===== src/rtl/sfp_pkg.sv =====
// Package for the snapshot frame parser: field classes, phase codes, error codes,
// the parser state and result types, and the fixed field length table.
// Depends on nothing; used by sfp_step and snapshot_frame_parser.
package sfp_pkg;

   localparam logic [31:0] SNAP_MAGIC  = 32'h484F5453;
   localparam logic [31:0] SNAP_FORMAT = 32'd1;

   // Phases double as field classes.
   localparam logic [3:0] PH_MAGIC   = 4'd0;
   localparam logic [3:0] PH_FMTVER  = 4'd1;
   localparam logic [3:0] PH_SNAPVER = 4'd2;
   localparam logic [3:0] PH_NAMELEN = 4'd3;
   localparam logic [3:0] PH_NAME    = 4'd4;
   localparam logic [3:0] PH_DATALEN = 4'd5;
   localparam logic [3:0] PH_DATA    = 4'd6;
   localparam logic [3:0] PH_COUNT   = 4'd7;
   localparam logic [3:0] PH_KEYLEN  = 4'd8;
   localparam logic [3:0] PH_KEY     = 4'd9;
   localparam logic [3:0] PH_VALLEN  = 4'd10;
   localparam logic [3:0] PH_VAL     = 4'd11;
   localparam logic [3:0] PH_DONE    = 4'd12;
   localparam logic [3:0] CLASS_ERROR = 4'd13;
   localparam logic [3:0] WHERE_NONE  = 4'd12;

   localparam logic [1:0] ERR_NONE    = 2'd0;
   localparam logic [1:0] ERR_PARSE   = 2'd1;
   localparam logic [1:0] ERR_VERSION = 2'd2;
   localparam logic [1:0] ERR_SHORT   = 2'd3;

   localparam logic [2:0] ST_BUSY    = 3'd0;
   localparam logic [2:0] ST_OK      = 3'd1;
   localparam logic [2:0] ST_PARSE   = 3'd2;
   localparam logic [2:0] ST_VERSION = 3'd3;
   localparam logic [2:0] ST_SHORT   = 3'd4;

   localparam logic [3:0] SHORT_LIMIT = 4'd8;

   typedef struct packed {
      logic [3:0]  phase;
      logic [2:0]  length_byte_index;
      logic [63:0] word_shift;
      logic [63:0] bytes_left;
      logic [31:0] entries_left;
      logic [31:0] entries_count;
      logic [63:0] version_hold;
      logic [3:0]  total_seen;
      logic [1:0]  error_latch;
      logic [3:0]  error_where;
   } state_type;

   localparam state_type STATE_RESET = '{
      phase:             PH_MAGIC,
      length_byte_index: 3'd0,
      word_shift:        64'd0,
      bytes_left:        64'd0,
      entries_left:      32'd0,
      entries_count:     32'd0,
      version_hold:      64'd0,
      total_seen:        4'd0,
      error_latch:       ERR_NONE,
      error_where:       WHERE_NONE
   };

   typedef struct packed {
      logic [3:0]  field_class;
      logic [7:0]  field_byte;
      logic        last_of_field;
      logic [2:0]  parse_status;
      logic [3:0]  error_field;
      logic [63:0] snapshot_version;
      logic [31:0] entries_done;
   } result_type;

   // Bytes in each fixed-size field; zero marks a variable-length body.
   function automatic logic [3:0] fixed_len(input logic [3:0] ph);
      logic [3:0] len;
      case (ph)
         PH_MAGIC, PH_FMTVER, PH_NAMELEN, PH_COUNT, PH_KEYLEN, PH_VALLEN: len = 4'd4;
         PH_SNAPVER, PH_DATALEN: len = 4'd8;
         default: len = 4'd0;
      endcase
      return len;
   endfunction

endpackage


===== src/rtl/sfp_step.sv =====
// Combinational next-state and result logic for one byte of the snapshot parser.
// Depends on sfp_pkg for the state and result types and the field codes.
module sfp_step (
   input  sfp_pkg::state_type  state_cur,
   input  logic [7:0]          in_byte,
   input  logic                end_of_buffer,
   output sfp_pkg::state_type  state_nxt,
   output sfp_pkg::result_type result
);
   import sfp_pkg::*;

   state_type   nx;
   logic [3:0]  ph;
   logic [3:0]  cls;
   logic        last;
   logic [3:0]  flen;
   logic [2:0]  idx_inc;
   logic [63:0] word;
   logic [31:0] w32;
   logic [31:0] left_dec;
   logic [2:0]  status;

   assign left_dec = state_cur.entries_left - 32'd1;

   always_comb begin
      nx      = state_cur;
      ph      = (state_cur.phase > PH_DONE) ? PH_DONE : state_cur.phase;
      nx.phase = ph;
      cls     = ph;
      last    = 1'b0;
      flen    = fixed_len(ph);
      idx_inc = state_cur.length_byte_index + 3'd1;
      word    = state_cur.word_shift
                | ({56'd0, in_byte} << {state_cur.length_byte_index, 3'b000});
      w32     = word[31:0];
      status  = ST_BUSY;

      if (state_cur.total_seen < SHORT_LIMIT) begin
         nx.total_seen = state_cur.total_seen + 4'd1;
      end

      if (state_cur.error_latch != ERR_NONE) begin
         cls = CLASS_ERROR;
      end else if (ph == PH_DONE) begin
         cls = PH_DONE;
      end else if (flen != 4'd0) begin
         nx.length_byte_index = idx_inc;
         nx.word_shift        = word;
         if (idx_inc == flen[2:0]) begin
            last                 = 1'b1;
            nx.length_byte_index = 3'd0;
            nx.word_shift        = 64'd0;
            case (ph)
               PH_MAGIC: begin
                  if (w32 != SNAP_MAGIC) begin
                     nx.error_latch = ERR_PARSE;
                     nx.error_where = PH_MAGIC;
                  end else begin
                     nx.phase = PH_FMTVER;
                  end
               end
               PH_FMTVER: begin
                  if (w32 != SNAP_FORMAT) begin
                     nx.error_latch = ERR_VERSION;
                     nx.error_where = PH_FMTVER;
                  end else begin
                     nx.phase = PH_SNAPVER;
                  end
               end
               PH_SNAPVER: begin
                  nx.version_hold = word;
                  nx.phase        = PH_NAMELEN;
               end
               PH_NAMELEN: begin
                  nx.bytes_left = {32'd0, w32};
                  nx.phase      = (w32 != 32'd0) ? PH_NAME : PH_DATALEN;
               end
               PH_DATALEN: begin
                  nx.bytes_left = word;
                  nx.phase      = (word != 64'd0) ? PH_DATA : PH_COUNT;
               end
               PH_COUNT: begin
                  nx.entries_left = w32;
                  nx.phase        = (w32 != 32'd0) ? PH_KEYLEN : PH_DONE;
               end
               PH_KEYLEN: begin
                  nx.bytes_left = {32'd0, w32};
                  nx.phase      = (w32 != 32'd0) ? PH_KEY : PH_VALLEN;
               end
               default: begin
                  // Value length: an empty value closes the entry right here.
                  if (w32 != 32'd0) begin
                     nx.bytes_left = {32'd0, w32};
                     nx.phase      = PH_VAL;
                  end else begin
                     nx.entries_count = state_cur.entries_count + 32'd1;
                     nx.entries_left  = left_dec;
                     nx.phase         = (left_dec != 32'd0) ? PH_KEYLEN : PH_DONE;
                  end
               end
            endcase
         end
      end else begin
         if (state_cur.bytes_left <= 64'd1) begin
            nx.bytes_left = 64'd0;
            last          = 1'b1;
            case (ph)
               PH_NAME: nx.phase = PH_DATALEN;
               PH_DATA: nx.phase = PH_COUNT;
               PH_KEY:  nx.phase = PH_VALLEN;
               default: begin
                  nx.entries_count = state_cur.entries_count + 32'd1;
                  nx.entries_left  = left_dec;
                  nx.phase         = (left_dec != 32'd0) ? PH_KEYLEN : PH_DONE;
               end
            endcase
         end else begin
            nx.bytes_left = state_cur.bytes_left - 64'd1;
         end
      end

      if (end_of_buffer) begin
         if (nx.total_seen < SHORT_LIMIT) begin
            nx.error_latch = ERR_SHORT;
            nx.error_where = WHERE_NONE;
         end else if (nx.error_latch == ERR_NONE && nx.phase != PH_DONE) begin
            nx.error_latch = ERR_PARSE;
            nx.error_where = nx.phase;
         end
      end

      if (nx.error_latch != ERR_NONE) begin
         status = {1'b0, nx.error_latch} + 3'd1;
      end else if (nx.phase == PH_DONE) begin
         status = ST_OK;
      end

      result.field_class      = cls;
      result.field_byte       = in_byte;
      result.last_of_field    = last;
      result.parse_status     = status;
      result.error_field      = nx.error_where;
      result.snapshot_version = nx.version_hold;
      result.entries_done     = nx.entries_count;

      state_nxt = end_of_buffer ? STATE_RESET : nx;
   end

endmodule


===== src/rtl/snapshot_frame_parser.sv =====
// Top level of the snapshot frame parser: input register, parser state,
// result register and handshake control. Depends on sfp_pkg and sfp_step.
//
// The snapshot buffer arrives on the req_ channel one byte per item, with
// req_tlast set on its final byte. Every accepted item yields exactly one
// result item on the rsp_ channel, in order. rsp_tuser carries the field
// class of the byte; rsp_tlast marks the byte that completes its field;
// rsp_tdata carries the echoed byte, the parse status, the field where the
// first error arose, the decoded snapshot version and the count of metadata
// entries parsed so far.
// A result is shown once its item has left the input register: the item
// waits in the input register, and when it advances the parser state and
// the result register update together. Throughput is one item per cycle
// while the receiver does not stall; the parser state loop runs through sfp_step.
// When the receiver stalls, the result register holds and the input
// register still takes one more item; after that req_tready drops until the
// result is taken. Synchronous reset empties both registers and returns the
// parser to the start of a buffer. The result of the flagged final byte
// shows the final status, and the parser then starts the next buffer fresh.
module snapshot_frame_parser (
   input  logic         clock,
   input  logic         reset,
   input  logic         req_tvalid,
   output logic         req_tready,
   input  logic [7:0]   req_tdata,   // [7:0] in_byte
   input  logic         req_tlast,   // end_of_buffer
   output logic         rsp_tvalid,
   input  logic         rsp_tready,
   output logic [111:0] rsp_tdata,   // [7:0] field_byte, [10:8] parse_status,
                                     // [14:11] error_field,
                                     // [78:15] snapshot_version,
                                     // [110:79] entries_done, [111] zero
   output logic [3:0]   rsp_tuser,   // [3:0] field_class
   output logic         rsp_tlast    // last_of_field
);
   import sfp_pkg::*;

   // Input register.
   logic       in_valid_ff;
   logic       in_valid_in;
   logic [7:0] in_byte_ff;
   logic       in_last_ff;

   // Parser state and result register.
   state_type  state_ff;
   state_type  state_in;
   logic       out_valid_ff;
   logic       out_valid_in;
   result_type out_res_ff;
   result_type step_res;

   logic       advance;
   logic       req_take;

   // An item moves from the input register to the result register when the
   // result register is empty or its item is being taken in this cycle.
   assign advance  = in_valid_ff && (!out_valid_ff || rsp_tready);
   assign req_tready = !in_valid_ff || advance;
   assign req_take = req_tvalid && req_tready;

   assign in_valid_in  = req_take || (in_valid_ff && !advance);
   assign out_valid_in = advance || (out_valid_ff && !rsp_tready);

   sfp_step u_step (
      .state_cur     (state_ff),
      .in_byte       (in_byte_ff),
      .end_of_buffer (in_last_ff),
      .state_nxt     (state_in),
      .result        (step_res)
   );

   always_ff @(posedge clock) begin
      if (reset) begin
         in_valid_ff  <= 1'b0;
         out_valid_ff <= 1'b0;
         state_ff     <= STATE_RESET;
      end else begin
         in_valid_ff  <= in_valid_in;
         out_valid_ff <= out_valid_in;
         if (advance) begin
            state_ff <= state_in;
         end
      end
   end

   // Payload registers carry no reset.
   always_ff @(posedge clock) begin
      if (req_take) begin
         in_byte_ff <= req_tdata;
         in_last_ff <= req_tlast;
      end
      if (advance) begin
         out_res_ff <= step_res;
      end
   end

   assign rsp_tvalid = out_valid_ff;
   assign rsp_tuser  = out_res_ff.field_class;
   assign rsp_tlast  = out_res_ff.last_of_field;
   assign rsp_tdata  = {1'b0,
                        out_res_ff.entries_done,
                        out_res_ff.snapshot_version,
                        out_res_ff.error_field,
                        out_res_ff.parse_status,
                        out_res_ff.field_byte};

   // An error-class byte always reports one of the error statuses.
   assert property (@(posedge clock) disable iff (reset)
      rsp_tvalid && rsp_tuser == CLASS_ERROR |->
         rsp_tdata[10:8] == ST_PARSE || rsp_tdata[10:8] == ST_VERSION
         || rsp_tdata[10:8] == ST_SHORT)
      else $error("error-class byte without an error status");

   // Trailing and error bytes never close a field.
   assert property (@(posedge clock) disable iff (reset)
      rsp_tvalid && rsp_tlast |-> rsp_tuser != PH_DONE && rsp_tuser != CLASS_ERROR)
      else $error("trailing or error byte marked as last of field");

   // A too-short buffer reports no error field.
   assert property (@(posedge clock) disable iff (reset)
      rsp_tvalid && rsp_tdata[10:8] == ST_SHORT |-> rsp_tdata[14:11] == WHERE_NONE)
      else $error("too-short status with an error field");

   // The final byte of a buffer returns the parser to its start.
   assert property (@(posedge clock) disable iff (reset)
      advance && in_last_ff |=>
         state_ff.phase == PH_MAGIC && state_ff.total_seen == 4'd0
         && state_ff.error_latch == ERR_NONE)
      else $error("parser state not cleared after the final byte");

endmodule

===== config.mk =====
export PLATFORM = sky130hd
export DESIGN_NAME = snapshot_frame_parser
export DESIGN_NICKNAME = d
export VERILOG_FILES = /design/src/rtl/sfp_pkg.sv /design/src/rtl/sfp_step.sv /design/src/rtl/snapshot_frame_parser.sv
export SDC_FILE = /design/constraint.sdc
export NUM_CORES = 1
export LEC_CHECK = 0
export ABC_AREA = 1
export BUFFER_PORTS_ARGS = -buffer_cell sky130_fd_sc_hd__buf_2
export CORE_MARGIN = 8
export CORE_UTILIZATION = 50
export DETAILED_ROUTE_END_ITERATION = 8
export PLACE_DENSITY = 0.72
export SLEW_MARGIN = 30
export SYNTH_ARGS = -nofsm -noshare
export SYNTH_HDL_FRONTEND = slang
export SYNTH_SLANG_ARGS = --single-unit

===== constraint.sdc =====
create_clock -name clock -period 10.04 [get_ports clock]
set_clock_uncertainty 0.05 [all_clocks]
set_input_delay 2.008 -clock clock [delete_from_list [all_inputs] [get_ports clock]]
set_output_delay 2.008 -clock clock [all_outputs]
set_load 0.03 [all_outputs]

* Word-level counts from Yosys, hierarchy flattened
Memory sizes are Yosys's and may differ from the RTL's. Cells that the tools add are included.
Word-level totals: bits in read-only memories 32, output and inout port bits 119, register bits after elaboration 400, input port bits 13, memories kept 1
Operators by class: reductions and logical operators 32, add/sub/neg operators 6, mux-type cells 46, bitwise operators 1, $lt $le $gt $ge 4, shift operators 1, equal/unequal tests 23
Memories:
- (no name shown) | depth 16, width 2, read ports 1, clocked after Yosys merged registers in 0, write ports 0, line sfp_pkg.sv:78 | case (ph)
Operator list (count):
- 263-bit 2-to-1 mux | 3
- 64-bit 2-to-1 mux | 7
- 273-bit 2-to-1 mux | 1
- 64-bit one-hot mux with 3 select lines | 1
- 128-bit 2-to-1 mux | 1
- 67-bit 2-to-1 mux | 1
- 64-bit by 1-bit less-or-equal comparator with 1-bit output (second input constant) | 1
- 64-bit OR | 1
- 32-bit one-hot mux with 2 select lines | 1
- 32-bit nonzero test | 2
- 64-bit nonzero test | 1
- 8-bit by 6-bit << shifter with 64-bit output | 1
- 64-bit by 1-bit subtractor with 64-bit output (second input constant) | 1
- 6-bit 2-to-1 mux | 9
- 32-bit by 1-bit adder with 32-bit output (second input constant) | 1
- 32-bit 2-to-1 mux | 1
- 32-bit by 1-bit != test with 1-bit output (second input constant) | 1
- 32-bit by 31-bit != test with 1-bit output (second input constant) | 1
- 32-bit by 1-bit subtractor with 32-bit output (second input constant) | 1
- 4-bit 2-to-1 mux | 7
- 4-bit one-hot mux with 7 select lines | 1
- 4-bit by 3-bit == test with 1-bit output (second input constant) | 4
- 4-bit == test (second input constant) | 4
- 4-bit one-hot mux with 3 select lines | 1
- 33 further kinds | 60

* Logic depth before layout (Yosys ltp)
depth after elaboration 16, gate-level depth with buffers 24

* Cells and area by module
From an unflattened synthesis, not the netlist that was laid out.
Unflattened totals: cells, all modules 4504, area total of the unflattened synthesis 28780.1 um^2
By module, submodules not included:
- snapshot_frame_parser | area each 16084.2 um^2, cells each 1926, seq. area each 9258.9 um^2, instances 1
- sfp_step | area each 12695.9 um^2, cells each 2578, seq. area each 0.0 um^2, instances 1

* Least setup slack after synthesis
Ideal clock, no wire load.
path type input -> register, from input port rsp_tready, to register state_ff[2] in the netlist's numbering, setup time 72 ps, cell stages on the path 8, data arrival time 5293 ps, slack 4626 ps, cells stage by stage inv_1 nand2_1 nand2_1 clkbuf_1 clkbuf_1 inv_1 o21ai_0 nand2_1
Between the ends: longest elaborated chain between the ends 2
Ends and longest elaborated chain:
- start, declared | line snapshot_frame_parser.sv:28 | input logic rsp_tready,
- 1-bit logical OR | line snapshot_frame_parser.sv:57 | assign advance = in_valid_ff && (!out_valid_ff || rsp_tready);
- 1-bit logical AND | line snapshot_frame_parser.sv:57
- net advance | line snapshot_frame_parser.sv:52 | logic advance;
- end signal, assigned | line snapshot_frame_parser.sv:81 | state_ff <= state_in;
- end, declared | line snapshot_frame_parser.sv:45 | state_type state_ff;
The timed path passes the listed nets, and every way through them passes these cells. A chain may end at the register's enable or synchronous reset.

* Final worst setup path
from register state_ff[268] in the netlist's numbering, to register state_ff[156] in the netlist's numbering
Between the ends: longest elaborated chain between the ends 9
Ends and longest elaborated chain:
- 8-bit by 6-bit << shifter with 64-bit output | line sfp_step.sv:34 | | ({56'd0, in_byte} << {state_cur.length_byte_index, 3'b000});
- 64-bit OR | line sfp_step.sv:34
- 64-bit 2-to-1 mux | line sfp_step.sv:92 | if (w32 != 32'd0) begin
- 64-bit one-hot mux with 3 select lines | line sfp_step.sv:53 | case (ph)
- 263-bit 2-to-1 mux | line sfp_step.sv:49 | if (idx_inc == flen[2:0]) begin
- 128-bit 2-to-1 mux | line sfp_step.sv:46 | end else if (flen != 4'd0) begin
- 263-bit 2-to-1 mux | line sfp_step.sv:44 | end else if (ph == PH_DONE) begin
- 263-bit 2-to-1 mux | line sfp_step.sv:42 | if (state_cur.error_latch != ERR_NONE) begin
- 273-bit 2-to-1 mux | line sfp_step.sv:146 | state_nxt = end_of_buffer ? STATE_RESET : nx;
Several ways; a longest one is shown, not always the timed one. The select of a mux whose other input is x is not followed.

==> run summary <==
Yosys top cell by area - dfxtp_1
DP Worst Slack - 5320 ps
DRT iter0 DRCs - 2273
global router's overall resource usage - 24.8%
DP HPWL - 43900 um
CTS tree - built
DR vias/cell - 5.71
Finish-stage setup viols - 0
vias in the first global route - 18300
Rel. slew slack - 39.8%
crit path launch type - flip-flop
critical path class - reg -> reg
Core Footprint - 41800 um2
routability cong. - 0.973
hold slack final - 415 ps
sequential element share of the synthesized area - 44.0%
CTS Buffer Depth - 3
total power - 3.50 mW
share of layout cells above drive strength 1 - 11.4%
Worst-Margin Slew - 897 ps
hold path startpoint - state_ff[68]
count of different cell masters after synthesis - 56
multi-input logic area - 10300 um2
max_cap viols - 0
Port-buffer cells - 130
DRT antenna net count - 0
Max Freq - 215 MHz
FF-to-FF path depth - 16
Total Wirelength - 63600 um
Synth area leaders - dfxtp_1 26%, edfxtp_1 18%, nand2_1 14%
fin nets - 2916
status - finished, final reports clean
first-pass iteration count of the detailed router - 6
Mapped Area - 21000 um2
global route overflow - 0
TNS Setup - 0 ps
CTS Hold Buffers Added - 0
routed length per placed instance - 18.4 um
Crit Path Max Fanout - 65
HP Class - reg -> reg
Starting Density - 50.4%
worst setup margin - 5390 ps
Final period util - 46.3%
total of warnings raised by yosys - 0
most common cell in the netlist - nand2_1
synth-to-layout area growth - 10.9%
boundary pin count - 132
first-pass GRT wire length - 99600 um
Commonest cells post-synth - 771 x nand2_1, 323 x nor2_1, 285 x a21oi_1
# Post-CTS Setup Buffers - 0
CTS Buf Count - 42
worst-path cell with the longest stage delay - a21oi_2
FILL cells - 3782
Hold Path Sink - state_ff[68]
Yosys top cell area share - 26.2%
fin crit period - 4650 ps
Post-synth EDFFs - 125
RSZ-0062 raised after global routing - false
worst hold path depth - 2
initial antenna violation count - 0
Net Count, Synth - 2866
number of antenna diodes - 0
Post-CTS Resized - 0
Syn Inst Count - 2844
Leak - 9.50 nW
reg2reg setup slack - 5390 ps
reg2reg end - state_ff[156]
crit-path max cell delay - 630 ps
pins over their slew limit - 0
Seq cells post-synth - 400
final hold vios - 0
row cnt - 75
cells along the critical path - buf_4, inv_2, a21oi_2, nand2_1, nor2_1, nand2_1, nor2_2, nand2_2, nor4_1, o21ai_1, nand2_2, buf_4, nor2_4, buf_4, nand2_1, a21oi_1
Post-synth ARST share - 0%
largest net degree at the start of global routing - 107
Worst Path Arrival - 5010 ps
die area - 48900 um2
die height - 221 um
syn_area_per_cell - 7.40 um2
Clock Latency Late Sink - 570 ps
clk slew on worst S/H paths - 60 ps
clock sink total - 400
Storage cell area - 9260 um2
Die Wd - 221 um
Root Buffer - clkbuf_16
H-tree depth - 2
Pwr Density - 150 nW/um2
predominant post-synthesis flop cell - dfxtp_1
Max VDD drop - 89.9 uV
worst reg2reg startpoint - state_ff[268]
residual DRC count - 0
Crit. End Element - flip-flop
routed via count - 19800
CP Data Required Time - 10400 ps
worst max-delay path: cells and delay by family (launching register included):
kind                   cells  cell delay (ps)
flip-flops                 1              310
AO/OA/AOI/OAI              3              800
buffers and inverters      4             1950
AND/OR/NAND/NOR            9             1300
area by class of cell:
type,instances,share of cell area [%]
Clock inverter,27,1.23
Clock buffer,50,4.81
Tap cell,539,2.89
Multi-Input combinational cell,2062,43.9
Sequential cell,400,39.7
Inverter,237,3.85
Timing Repair Buffer,151,3.62
registers in the layout, indices dropped and copies added, names as in the netlist:
name	flops
in_valid_ff	1
rsp_tuser	4
rsp_tlast	1
rsp_tvalid	1
state_ff	273
in_byte_ff	8
rsp_tdata	111
in_last_ff	1
metrics by stage:
| stage | std cells | utilization [%] | area (um2) |
|---|---|---|---|
| floorplan | 2844 | - | 21000 |
| global placement | 3388 | 52.4 | 21900 |
| detailed placement | 3388 | 52.4 | 21900 |
| CTS | 3465 | 55.8 | 23300 |
| global route | 3466 | 55.9 | 23300 |
| finish | 3466 | 55.9 | 23300 |
layer usage:
metal	vias to the layer above	part of all wire [%]	global-route usage [%]	wire length, um
met5	-	0	0	0
met2	871	46	40.7	29100
met4	0	3.4	9.28	2160
met1	9246	42	32.6	26900
li1	9536	-	-	-
met3	152	8.7	4.31	5540
where the power goes:
part,switching [mW],internal [mW]
clock,0.659,0.952
sequential,0.0140,1.69
combinational,0.152,0.0371
how the worst max path moves through the flow:
| stage | slack [ps] | end | start |
|---|---|---|---|
| finish | 5390 | state_ff[156] | state_ff[268] |
| global route | 5190 | state_ff[144] | state_ff[268] |
| CTS | 5500 | req_tready | rsp_tready |
| detailed placement | 5320 | state_ff[156] | rsp_tready |
| global placement | 5350 | state_ff[172] | rsp_tready |
| floorplan | 4630 | state_ff[2] | rsp_tready |
placed cells by master, fill, tap and decap left out, types with 43 or more instances in the layout:
cell and instances:
o22ai_1 60, nand2_1 769, a21oi_1 285, dfxtp_1 274, nor3_1 84, buf_2 129, nor2_1 322, xor2_1 49
o21ai_0 78, inv_1 214, edfxtp_1 125, nand3_1 101, clkbuf_16 43
cells by family after synthesis:
kind of cell | count (synthesis) | share of synthesized area (%)
other cells | 1 | 0.0178
flops | 400 | 44.0
buf+inv | 382 | 7.44
xor+xnor | 84 | 3.85
fa+ha+maj | 9 | 0.535
simple gates | 1412 | 29.1
compound gates | 556 | 15.1
No activity file was read; power rests on OpenSTA's default activity.
